File: src/sv/tod_pkg.sv
// Shared types and constants for the time-of-day clock shift unit.
// No dependencies; imported by every module of the block.
`default_nettype none

package tod_pkg;

  // Request operation codes
  typedef enum logic [1:0] {
    MODE_SET   = 2'd0,  // checked load
    MODE_LOAD  = 2'd1,  // normalized load
    MODE_SHIFT = 2'd2,  // move by signed offset
    MODE_DIFF  = 2'd3   // stored time minus operand
  } mode_t;

  // Classified request handed from front to back.
  // secs holds the operand (or offset) reduced modulo one day.
  typedef struct packed {
    mode_t       mode;
    logic        bad;
    logic [16:0] secs;
  } tod_item_t;

  localparam int SEC_PER_HOUR = 3600;
  localparam int SEC_PER_MIN  = 60;
  localparam int SEC_PER_DAY  = 86400;
  localparam int HOUR_MAX     = 23;
  localparam int MIN_MAX      = 59;
  localparam int SEC_MAX      = 59;

  // 86400 * 24856: smallest multiple of a day above 2^31, makes any operand positive
  localparam logic [33:0] DAY_BIAS = 34'd2147558400;

  // day = 2^7 * 675; reduction runs on the value shifted right by 7
  localparam int DAY_LO_BITS = 7;
  localparam int DAY_ODD     = 675;
  // ceil(2^36 / 675), exact quotient for 26-bit dividends
  localparam logic [26:0] RECIP_675 = 27'd101806633;
  localparam int          RECIP_675_SHIFT = 36;

  // hour = (secs >> 4) / 225 ; ceil(2^24 / 225)
  localparam logic [16:0] RECIP_225 = 17'd74566;
  localparam int          RECIP_225_SHIFT = 24;

  // minute = (rem >> 2) / 15 ; ceil(2^14 / 15)
  localparam logic [10:0] RECIP_15 = 11'd1093;
  localparam int          RECIP_15_SHIFT = 14;

endpackage

`default_nettype wire

File: src/sv/tod_front.sv
// Front end: accepts requests, range-checks operands and reduces them modulo one day.
// Depends on tod_pkg; feeds tod_queue.
`default_nettype none

module tod_front import tod_pkg::*; (
  input  wire logic               clk,
  input  wire logic               rst_n,
  input  wire logic               in_valid,
  output logic                    in_stall,
  input  wire logic [1:0]         in_mode,
  input  wire logic signed [15:0] in_hours_in,
  input  wire logic signed [15:0] in_minutes_in,
  input  wire logic signed [15:0] in_seconds_in,
  input  wire logic signed [31:0] in_offset,
  output logic                    push_valid,
  output tod_item_t               push_item,
  input  wire logic               push_ready
);

  logic               s1_v_r, s2_v_r;
  logic               s1_rdy, s2_rdy;
  mode_t              s1_mode_r, s2_mode_r;
  logic               s1_bad_r, s2_bad_r;
  logic [25:0]        s1_x_r, s2_x_r;
  logic [6:0]         s1_lo_r, s2_lo_r;
  logic [16:0]        s2_q_r;

  logic signed [33:0] sum_w, val_w;
  logic [33:0]        biased_w;
  logic               range_ok, checked, bad_w;
  logic [52:0]        qprod_w;
  logic [26:0]        qm_w, rem_w, rem_fix_w;

  assign s2_rdy   = !s2_v_r || push_ready;
  assign s1_rdy   = !s1_v_r || s2_rdy;
  assign in_stall = !s1_rdy;

  // operand to seconds; exact for any 16-bit signed fields
  always_comb begin
    sum_w = 34'(in_hours_in) * 34'(SEC_PER_HOUR) +
            34'(in_minutes_in) * 34'(SEC_PER_MIN) + 34'(in_seconds_in);
    val_w = (mode_t'(in_mode) == MODE_SHIFT) ? 34'(in_offset) : sum_w;
    biased_w = val_w + DAY_BIAS;
    range_ok = (in_hours_in >= 16'sd0) && (in_hours_in <= 16'(HOUR_MAX)) &&
               (in_minutes_in >= 16'sd0) && (in_minutes_in <= 16'(MIN_MAX)) &&
               (in_seconds_in >= 16'sd0) && (in_seconds_in <= 16'(SEC_MAX));
    checked  = (mode_t'(in_mode) == MODE_SET) || (mode_t'(in_mode) == MODE_DIFF);
    bad_w    = checked && !range_ok;
  end

  always_ff @(posedge clk) begin
    if (!rst_n) begin
      s1_v_r <= 1'b0;
      s2_v_r <= 1'b0;
    end else begin
      if (s1_rdy) s1_v_r <= in_valid;
      if (s2_rdy) s2_v_r <= s1_v_r;
    end
  end

  always_ff @(posedge clk) begin
    if (s1_rdy && in_valid) begin
      s1_mode_r <= mode_t'(in_mode);
      s1_bad_r  <= bad_w;
      s1_x_r    <= biased_w[32:DAY_LO_BITS];
      s1_lo_r   <= biased_w[DAY_LO_BITS-1:0];
    end
  end

  // quotient by 675 via reciprocal
  assign qprod_w = 53'(s1_x_r) * 53'(RECIP_675);

  always_ff @(posedge clk) begin
    if (s2_rdy && s1_v_r) begin
      s2_mode_r <= s1_mode_r;
      s2_bad_r  <= s1_bad_r;
      s2_x_r    <= s1_x_r;
      s2_lo_r   <= s1_lo_r;
      s2_q_r    <= qprod_w[RECIP_675_SHIFT+16:RECIP_675_SHIFT];
    end
  end

  // remainder by 675, rebuilt with the low bits into seconds of day
  always_comb begin
    qm_w      = 27'(s2_q_r) * 27'(DAY_ODD);
    rem_w     = 27'(s2_x_r) - qm_w;
    rem_fix_w = (rem_w >= 27'(DAY_ODD)) ? rem_w - 27'(DAY_ODD) : rem_w;
    push_item.mode = s2_mode_r;
    push_item.bad  = s2_bad_r;
    push_item.secs = {rem_fix_w[9:0], s2_lo_r};
  end

  assign push_valid = s2_v_r;

endmodule

`default_nettype wire

File: src/sv/tod_queue.sv
// Short FIFO of classified requests between front and back ends.
// Depends on tod_pkg for the item type.
`default_nettype none

module tod_queue import tod_pkg::*; #(
  parameter int DEPTH = 4
) (
  input  wire logic       clk,
  input  wire logic       rst_n,
  input  wire logic       push_valid,
  input  wire tod_item_t  push_item,
  output logic            push_ready,
  output logic            pop_valid,
  output tod_item_t       pop_item,
  input  wire logic       pop_ready
);

  localparam int PW = $clog2(DEPTH);
  localparam int CW = $clog2(DEPTH + 1);

  tod_item_t       mem [DEPTH];
  logic [PW-1:0]   wr_ptr_r, rd_ptr_r;
  logic [CW-1:0]   count_r;
  logic            do_push, do_pop;

  assign push_ready = (count_r != CW'(DEPTH));
  assign pop_valid  = (count_r != '0);
  assign do_push    = push_valid && push_ready;
  assign do_pop     = pop_valid && pop_ready;
  assign pop_item   = mem[rd_ptr_r];

  always_ff @(posedge clk) begin
    if (do_push) mem[wr_ptr_r] <= push_item;
  end

  always_ff @(posedge clk) begin
    if (!rst_n) begin
      wr_ptr_r <= '0;
      rd_ptr_r <= '0;
      count_r  <= '0;
    end else begin
      if (do_push)
        wr_ptr_r <= (wr_ptr_r == PW'(DEPTH - 1)) ? '0 : wr_ptr_r + 1'b1;
      if (do_pop)
        rd_ptr_r <= (rd_ptr_r == PW'(DEPTH - 1)) ? '0 : rd_ptr_r + 1'b1;
      if (do_push && !do_pop)
        count_r <= count_r + 1'b1;
      else if (do_pop && !do_push)
        count_r <= count_r - 1'b1;
    end
  end

endmodule

`default_nettype wire

File: src/sv/tod_back.sv
// Back end: holds the time as seconds of day, applies requests and splits into h/m/s.
// Depends on tod_pkg; fed by tod_queue, drives the result channel.
`default_nettype none

module tod_back import tod_pkg::*; (
  input  wire logic        clk,
  input  wire logic        rst_n,
  input  wire logic        pop_valid,
  input  wire tod_item_t   pop_item,
  output logic             pop_ready,
  output logic             out_valid,
  input  wire logic        out_stall,
  output logic [4:0]       out_hour_out,
  output logic [5:0]       out_minute_out,
  output logic [5:0]       out_second_out,
  output logic             out_invalid,
  output logic signed [17:0] out_difference
);

  logic [16:0]  tod_r, tod_nxt;
  logic [17:0]  sum_w;
  logic [16:0]  wrap_w;
  logic [17:0]  diff_nxt;

  logic         b0_v_r, b1_v_r, b2_v_r, b3_v_r, out_v_r;
  logic         b0_rdy, b1_rdy, b2_rdy, b3_rdy, out_rdy;
  logic         b0_bad_r, b1_bad_r, b2_bad_r, b3_bad_r;
  logic [17:0]  b0_diff_r, b1_diff_r, b2_diff_r, b3_diff_r;
  logic [16:0]  b0_secs_r, b1_secs_r;
  logic [4:0]   b1_hour_r, b2_hour_r, b3_hour_r;
  logic [11:0]  b2_rem_r, b3_rem_r;
  logic [5:0]   b3_min_r;
  logic [4:0]   out_hour_r;
  logic [5:0]   out_min_r, out_sec_r;
  logic         out_bad_r;
  logic [17:0]  out_diff_r;

  logic [29:0]  hprod_w;
  logic [16:0]  hsec_w;
  logic [20:0]  mprod_w;
  logic [11:0]  msec_w;

  assign out_rdy   = !out_v_r || !out_stall;
  assign b3_rdy    = !b3_v_r || out_rdy;
  assign b2_rdy    = !b2_v_r || b3_rdy;
  assign b1_rdy    = !b1_v_r || b2_rdy;
  assign b0_rdy    = !b0_v_r || b1_rdy;
  assign pop_ready = b0_rdy;

  // time update for the request at the queue head
  always_comb begin
    sum_w   = {1'b0, tod_r} + {1'b0, pop_item.secs};
    wrap_w  = (sum_w >= 18'(SEC_PER_DAY)) ? 17'(sum_w - 18'(SEC_PER_DAY)) : sum_w[16:0];
    tod_nxt = tod_r;
    diff_nxt = '0;
    case (pop_item.mode)
      MODE_SET:   if (!pop_item.bad) tod_nxt = pop_item.secs;
      MODE_LOAD:  tod_nxt = pop_item.secs;
      MODE_SHIFT: tod_nxt = wrap_w;
      MODE_DIFF:  if (!pop_item.bad) diff_nxt = {1'b0, tod_r} - {1'b0, pop_item.secs};
      default:    tod_nxt = tod_r;
    endcase
  end

  always_ff @(posedge clk) begin
    if (!rst_n) begin
      tod_r   <= '0;
      b0_v_r  <= 1'b0;
      b1_v_r  <= 1'b0;
      b2_v_r  <= 1'b0;
      b3_v_r  <= 1'b0;
      out_v_r <= 1'b0;
    end else begin
      if (pop_valid && b0_rdy) tod_r <= tod_nxt;
      if (b0_rdy)  b0_v_r  <= pop_valid;
      if (b1_rdy)  b1_v_r  <= b0_v_r;
      if (b2_rdy)  b2_v_r  <= b1_v_r;
      if (b3_rdy)  b3_v_r  <= b2_v_r;
      if (out_rdy) out_v_r <= b3_v_r;
    end
  end

  // split: hour by reciprocal of 225, then remainder, minute by 15, then second
  assign hprod_w = 30'(b0_secs_r[16:4]) * 30'(RECIP_225);
  assign hsec_w  = 17'(b1_hour_r) * 17'(SEC_PER_HOUR);
  assign mprod_w = 21'(b2_rem_r[11:2]) * 21'(RECIP_15);
  assign msec_w  = 12'(b3_min_r) * 12'(SEC_PER_MIN);

  always_ff @(posedge clk) begin
    if (pop_valid && b0_rdy) begin
      b0_secs_r <= tod_nxt;
      b0_bad_r  <= pop_item.bad;
      b0_diff_r <= diff_nxt;
    end
    if (b0_v_r && b1_rdy) begin
      b1_secs_r <= b0_secs_r;
      b1_hour_r <= hprod_w[RECIP_225_SHIFT+4:RECIP_225_SHIFT];
      b1_bad_r  <= b0_bad_r;
      b1_diff_r <= b0_diff_r;
    end
    if (b1_v_r && b2_rdy) begin
      b2_rem_r  <= 12'(b1_secs_r - hsec_w);
      b2_hour_r <= b1_hour_r;
      b2_bad_r  <= b1_bad_r;
      b2_diff_r <= b1_diff_r;
    end
    if (b2_v_r && b3_rdy) begin
      b3_min_r  <= mprod_w[RECIP_15_SHIFT+5:RECIP_15_SHIFT];
      b3_rem_r  <= b2_rem_r;
      b3_hour_r <= b2_hour_r;
      b3_bad_r  <= b2_bad_r;
      b3_diff_r <= b2_diff_r;
    end
    if (b3_v_r && out_rdy) begin
      out_hour_r <= b3_hour_r;
      out_min_r  <= b3_min_r;
      out_sec_r  <= 6'(b3_rem_r - msec_w);
      out_bad_r  <= b3_bad_r;
      out_diff_r <= b3_diff_r;
    end
  end

  assign out_valid      = out_v_r;
  assign out_hour_out   = out_hour_r;
  assign out_minute_out = out_min_r;
  assign out_second_out = out_sec_r;
  assign out_invalid    = out_bad_r;
  assign out_difference = $signed(out_diff_r);

  a_tod_in_day: assert property (@(posedge clk) disable iff (!rst_n)
    tod_r < 17'(SEC_PER_DAY))
    else $error("stored time beyond one day");

  a_out_fields: assert property (@(posedge clk) disable iff (!rst_n)
    out_v_r |-> (out_hour_r <= 5'(HOUR_MAX)) && (out_min_r <= 6'(MIN_MAX)) &&
                (out_sec_r <= 6'(SEC_MAX)))
    else $error("h/m/s split out of range");

  a_set_loads: assert property (@(posedge clk) disable iff (!rst_n)
    (pop_valid && b0_rdy && pop_item.mode == MODE_SET && !pop_item.bad)
      |=> tod_r == $past(pop_item.secs))
    else $error("checked set did not load time");

endmodule

`default_nettype wire

File: src/sv/time_of_day_clock_shift_unit.sv
// Throughput: one request per cycle unless a stall holds the pipe;
// the seconds-of-day register updates once per request.
// Front: 2 stages (operand to seconds, reduction modulo one day via reciprocal multiply).
// Back: 1 stage time update, 3 stages h/m/s split, then the output register.
// Reset (rst_n low, synchronous) sets the time to 00:00:00 and empties every stage.
`default_nettype none

module time_of_day_clock_shift_unit import tod_pkg::*; #(
  parameter int QUEUE_DEPTH = 4  // front-to-back decoupling entries, 2 or more
) (
  input  wire logic               clk,
  input  wire logic               rst_n,
  // request channel
  input  wire logic               in_valid,
  output logic                    in_stall,
  input  wire logic [1:0]         in_mode,
  input  wire logic signed [15:0] in_hours_in,
  input  wire logic signed [15:0] in_minutes_in,
  input  wire logic signed [15:0] in_seconds_in,
  input  wire logic signed [31:0] in_offset,
  // result channel
  output logic                    out_valid,
  input  wire logic               out_stall,
  output logic [4:0]              out_hour_out,
  output logic [5:0]              out_minute_out,
  output logic [5:0]              out_second_out,
  output logic                    out_invalid,
  output logic signed [17:0]      out_difference
);

  // front -> queue
  logic      fq_valid, fq_ready;
  tod_item_t fq_item;
  // queue -> back
  logic      qb_valid, qb_ready;
  tod_item_t qb_item;

  // Front classifies each request: range check for checked set and difference,
  // and folds the operand (or shift offset) to 0..86399 independent of the time.
  tod_front u_front (
    .clk           (clk),
    .rst_n         (rst_n),
    .in_valid      (in_valid),
    .in_stall      (in_stall),
    .in_mode       (in_mode),
    .in_hours_in   (in_hours_in),
    .in_minutes_in (in_minutes_in),
    .in_seconds_in (in_seconds_in),
    .in_offset     (in_offset),
    .push_valid    (fq_valid),
    .push_item     (fq_item),
    .push_ready    (fq_ready)
  );

  // Queue lets the front keep accepting while the result side is held off.
  tod_queue #(
    .DEPTH (QUEUE_DEPTH)
  ) u_queue (
    .clk        (clk),
    .rst_n      (rst_n),
    .push_valid (fq_valid),
    .push_item  (fq_item),
    .push_ready (fq_ready),
    .pop_valid  (qb_valid),
    .pop_item   (qb_item),
    .pop_ready  (qb_ready)
  );

  // Back owns the time register: a shift is one add plus a single wrap subtract, so a new
  // request can hit the time every cycle unless stalled. The h/m/s split is pipelined after.
  tod_back u_back (
    .clk            (clk),
    .rst_n          (rst_n),
    .pop_valid      (qb_valid),
    .pop_item       (qb_item),
    .pop_ready      (qb_ready),
    .out_valid      (out_valid),
    .out_stall      (out_stall),
    .out_hour_out   (out_hour_out),
    .out_minute_out (out_minute_out),
    .out_second_out (out_second_out),
    .out_invalid    (out_invalid),
    .out_difference (out_difference)
  );

endmodule

`default_nettype wire
File: config.mk
export PLATFORM = sky130hd
export DESIGN_NAME = time_of_day_clock_shift_unit
export DESIGN_NICKNAME = d
export VERILOG_FILES = /design/src/sv/tod_pkg.sv /design/src/sv/tod_front.sv /design/src/sv/tod_queue.sv /design/src/sv/tod_back.sv /design/src/sv/time_of_day_clock_shift_unit.sv
export SDC_FILE = /design/constraint.sdc
export NUM_CORES = 2
export LEC_CHECK = 0
export BUFFER_PORTS_ARGS = -buffer_cell sky130_fd_sc_hd__clkbuf_2
export CAP_MARGIN = 15
export CORE_MARGIN = 8
export CORE_UTILIZATION = 55
export DETAILED_ROUTE_END_ITERATION = 8
export GPL_ROUTABILITY_DRIVEN = 0
export PLACE_DENSITY = 0.84
export SLEW_MARGIN = 10
export SYNTH_ARGS = -nofsm -noshare
export SYNTH_HDL_FRONTEND = slang
export SYNTH_SLANG_ARGS = --single-unit
File: constraint.sdc
create_clock -name clk -period 7.8 [get_ports clk]
set_input_delay 1.56 -clock clk [delete_from_list [all_inputs] [get_ports clk]]
set_output_delay 1.56 -clock clk [all_outputs]
set_load 0.1 [all_outputs]
==> run_results.csv <==
group,metric,value,unit
logic_synthesis,synthArstFlopShare,0,
sta,layout_worst_path_cycle_share,0.969,
placement,place_inst,4858,
sta,hold_viol_final,0,
logic_synthesis,synth_seq_area_share,0.282,
run,drv_cap,0,
critical_path,worst-path-max-fanout,5,
final_layout,diodes,0,
cts,cts_tree,"built",
critical_path,endpoint_kind,"flip-flop",
logic_synthesis,syn_nets,4825,
die,design.core.area,71200,um^2
logic_synthesis,synthFlopType,"edfxtp_1",
final_layout,stdcell_count,4936,
logic_synthesis,yosys_register_bits,382,
sta,slew_headroom,0.310,
cts,clockBufferDepth,3,
critical_path,worst_path_max_delay_cell,"fa_1",
die,die_h,284,um
logic_synthesis,avgSynthCellArea,10.8,um^2
routing,finalWirelength,86400,um
die,ios,124,
logic_synthesis,yosysWarnings,0,
cts,numCtsBuffers,40,
placement,hpwl,70700,um
final_layout,layout_common_cells,"751 x inv_1, 720 x ha_1, 367 x fa_1, 349 x edfxtp_1, 185 x buf_4",
global_route,antenna_found_initial,1,
die,die_w,284,um
routing,vias_per_cell,5.56,
critical_path,critical_path_class,"in -> reg",
final_layout,synthToLayoutAreaGrowth,11.9,%
critical_path,slowest_delay,0.51,ns
global_route,overflow,0,
status,status,"finished, final reports clean",
routing,drtAntennaViolNets,0,
die,start_util,0.554,
final_layout,final_common_cell,"inv_1",
cts,clk_pin_slew,0.06,ns
critical_path,worstPathArrival,7.88,ns
cts,clkLatencyLatePin,0.57,ns
routing,drc,0,
routing,first_pass_iters,5,
sta,tightest_slew,1.03,ns
cts,htreeDepth,2,
sta,setup_viol,0,
critical_path,worstPathRequired,8.13,ns
cts,ctsHoldBuffers,0,
placement,io_buffers,123,
global_route,grt_pass1_vias,28602,
logic_synthesis,synth_area,39500,um^2
critical_path,startpoint_type,"input pin",
die,dieArea,80600,um^2
final_layout,drive_gt1_frac,0.122,
die,row_count,98,
logic_synthesis,synth-edff-count,349,
logic_synthesis,ys_types,83,
worst_hold_path,hold_path_class,"reg -> reg",
cts,cts.sinks,382,
global_route,grt_pass1_wl,140000,um
routing,drt_iter0_drc,1777,
global_route,grt_start_max_net_pins,59,
final_layout,fill_cells,5316,
sta,drv_slew,0,
logic_synthesis,netlist_instances,3644,
sta,clock_skew,0.0297,ns
routing,avgRoutedWirePerCell,17.5,um
routing,vias,27423,
global_route,grtUsageTotal,0.210,
cts,clock-root-buffer,"clkbuf_16",
final_layout,nets,5136,
sta,max_clock_freq,132,MHz
sta,fin_crit,7.56,ns
[cell usage after synthesis (5+ instances only)]
| library cell | number | share of area |
|---|---|---|
| and2_1 | 17 | 0.0027 |
| o31ai_1 | 10 | 0.0019 |
| nor2_1 | 148 | 0.014 |
| o21a_1 | 19 | 0.0036 |
| a21oi_1 | 164 | 0.021 |
| o21ai_1 | 6 | 0.00076 |
| edfxtp_1 | 349 | 0.27 |
| a21o_1 | 72 | 0.014 |
| a211oi_1 | 10 | 0.0019 |
| nand2b_1 | 34 | 0.0054 |
| clkbuf_1 | 37 | 0.0035 |
| mux2i_1 | 10 | 0.0025 |
| nand2_1 | 135 | 0.013 |
| a311oi_1 | 7 | 0.0016 |
| o211ai_1 | 21 | 0.0040 |
| o31a_1 | 7 | 0.0016 |
| o211a_1 | 8 | 0.0020 |
| o22ai_1 | 11 | 0.0017 |
| fa_1 | 367 | 0.19 |
| o21bai_1 | 13 | 0.0025 |
| nand3_1 | 43 | 0.0055 |
| xnor2_1 | 118 | 0.026 |
| a22oi_1 | 8 | 0.0015 |
| dfxtp_1 | 33 | 0.017 |
| or2_2 | 14 | 0.0022 |
| xor2_1 | 64 | 0.014 |
| o21ai_0 | 110 | 0.014 |
| nand4_1 | 30 | 0.0048 |
| o311ai_0 | 7 | 0.0016 |
| a211o_1 | 8 | 0.0018 |
| inv_1 | 751 | 0.071 |
| mux4_2 | 20 | 0.011 |
| mux2_2 | 12 | 0.0034 |
| nor3_1 | 44 | 0.0056 |
| a221o_1 | 5 | 0.0013 |
| and3_1 | 30 | 0.0048 |
| nor2b_1 | 37 | 0.0059 |
| nor4_1 | 9 | 0.0014 |
| a31oi_1 | 19 | 0.0030 |
| ha_1 | 728 | 0.23 |
| or3_1 | 9 | 0.0014 |
| a21boi_0 | 12 | 0.0023 |
| a221oi_1 | 8 | 0.0018 |
[critical path, delay by kind of cell]
family,cells,cell delay (ns)
simple gates,10,2.07
xor+xnor,2,0.35
compound gates,8,1.36
buf+inv,5,0.39
fa+ha+maj,6,2.15
[per-stage QoR]
step | setup TNS (ns) | cell area (um^2) | util | hold slack [ns] | setup WS, ns
floorplan | 0 | 39500 | - | 0.400 | 0.0231
global placement | -1.44 | 42600 | 0.598 | 0.402 | -0.339
detailed placement | -3.03 | 42600 | 0.598 | 0.405 | -0.515
CTS | 0 | 43800 | 0.615 | 0.388 | 0.0573
global route | -0.144 | 44200 | 0.620 | 0.394 | -0.0756
finish | 0 | 44200 | 0.620 | 0.402 | 0.244
[layout make-up]
| type | count | area [um^2] | area share |
|---|---|---|---|
| Tap cell | 950 | 1190 | 0.0269 |
| Multi-Input combinational cell | 2467 | 25700 | 0.582 |
| Sequential cell | 382 | 11100 | 0.252 |
| Timing Repair Buffer | 310 | 2040 | 0.0463 |
| Clock inverter | 24 | 199 | 0.00451 |
| Clock buffer | 49 | 1070 | 0.0241 |
| Inverter | 754 | 2830 | 0.0641 |
[repair_timing]
| action | CTS | global route |
|---|---|---|
| endpoints found under the setup margin | 0 | 9 |
| setup buffers | 0 | 3 |
| resized for setup | 0 | 45 |
[flip-flops by register name (all words and copies together), names as in the netlist, 6 cells and up, named ones only]
name and cells:
u_back.b0_diff_r 18, u_back.b0_secs_r 17, u_back.b1_diff_r 18, u_back.b1_secs_r 12
u_back.b2_diff_r 18, u_back.b2_rem_r 12, u_back.b3_diff_r 18, u_back.b3_min_r 6
u_back.b3_rem_r 6, u_back.out_difference 18, u_back.out_minute_out 6, u_back.out_second_out 6
u_back.tod_r 17, u_front.s1_lo_r 7, u_front.s1_x_r 26, u_front.s2_lo_r 7
u_front.s2_q_r 17, u_front.s2_x_r 26, u_queue.mem 80
[path summary, 6_finish.rpt]
path | start | end | slack, ns | cells past startpoint
max | in_minutes_in[1] | u_front.s1_x_r[23] | 0.24 | 31
min | u_back.b1_diff_r[15] | u_back.b2_diff_r[15] | 0.40 | 0
max reg2reg | u_front.s1_x_r[18] | u_front.s2_q_r[16] | 0.68 | 22
min reg2reg | u_back.b1_diff_r[15] | u_back.b2_diff_r[15] | 0.40 | 0
[cell families (layout without fill, tap and decap cells)]
group | Yosys count | after routing | share of synthesized area
AO/OA/AOI/OAI | 575 | 575 | 0.0954
flip-flops | 382 | 382 | 0.282
adder cells (fa/ha/maj) | 1095 | 1095 | 0.417
buffers and inverters | 795 | 1137 | 0.0756
XOR/XNOR | 182 | 182 | 0.0404
AND/OR/NAND/NOR | 573 | 573 | 0.0721
multiplexers | 42 | 42 | 0.0174
[layer usage]
layer,routed length [um],vias up,track usage
li1,-,13016,-
met1,34800,13412,0.254
met2,43700,781,0.378
met3,4590,214,0.0305
met4,3310,0,0.0759
met5,0,-,0
Power is left out: the tool's default activity adds up to more than one toggle a clock period on the data nets, which glitch-free logic cannot reach.
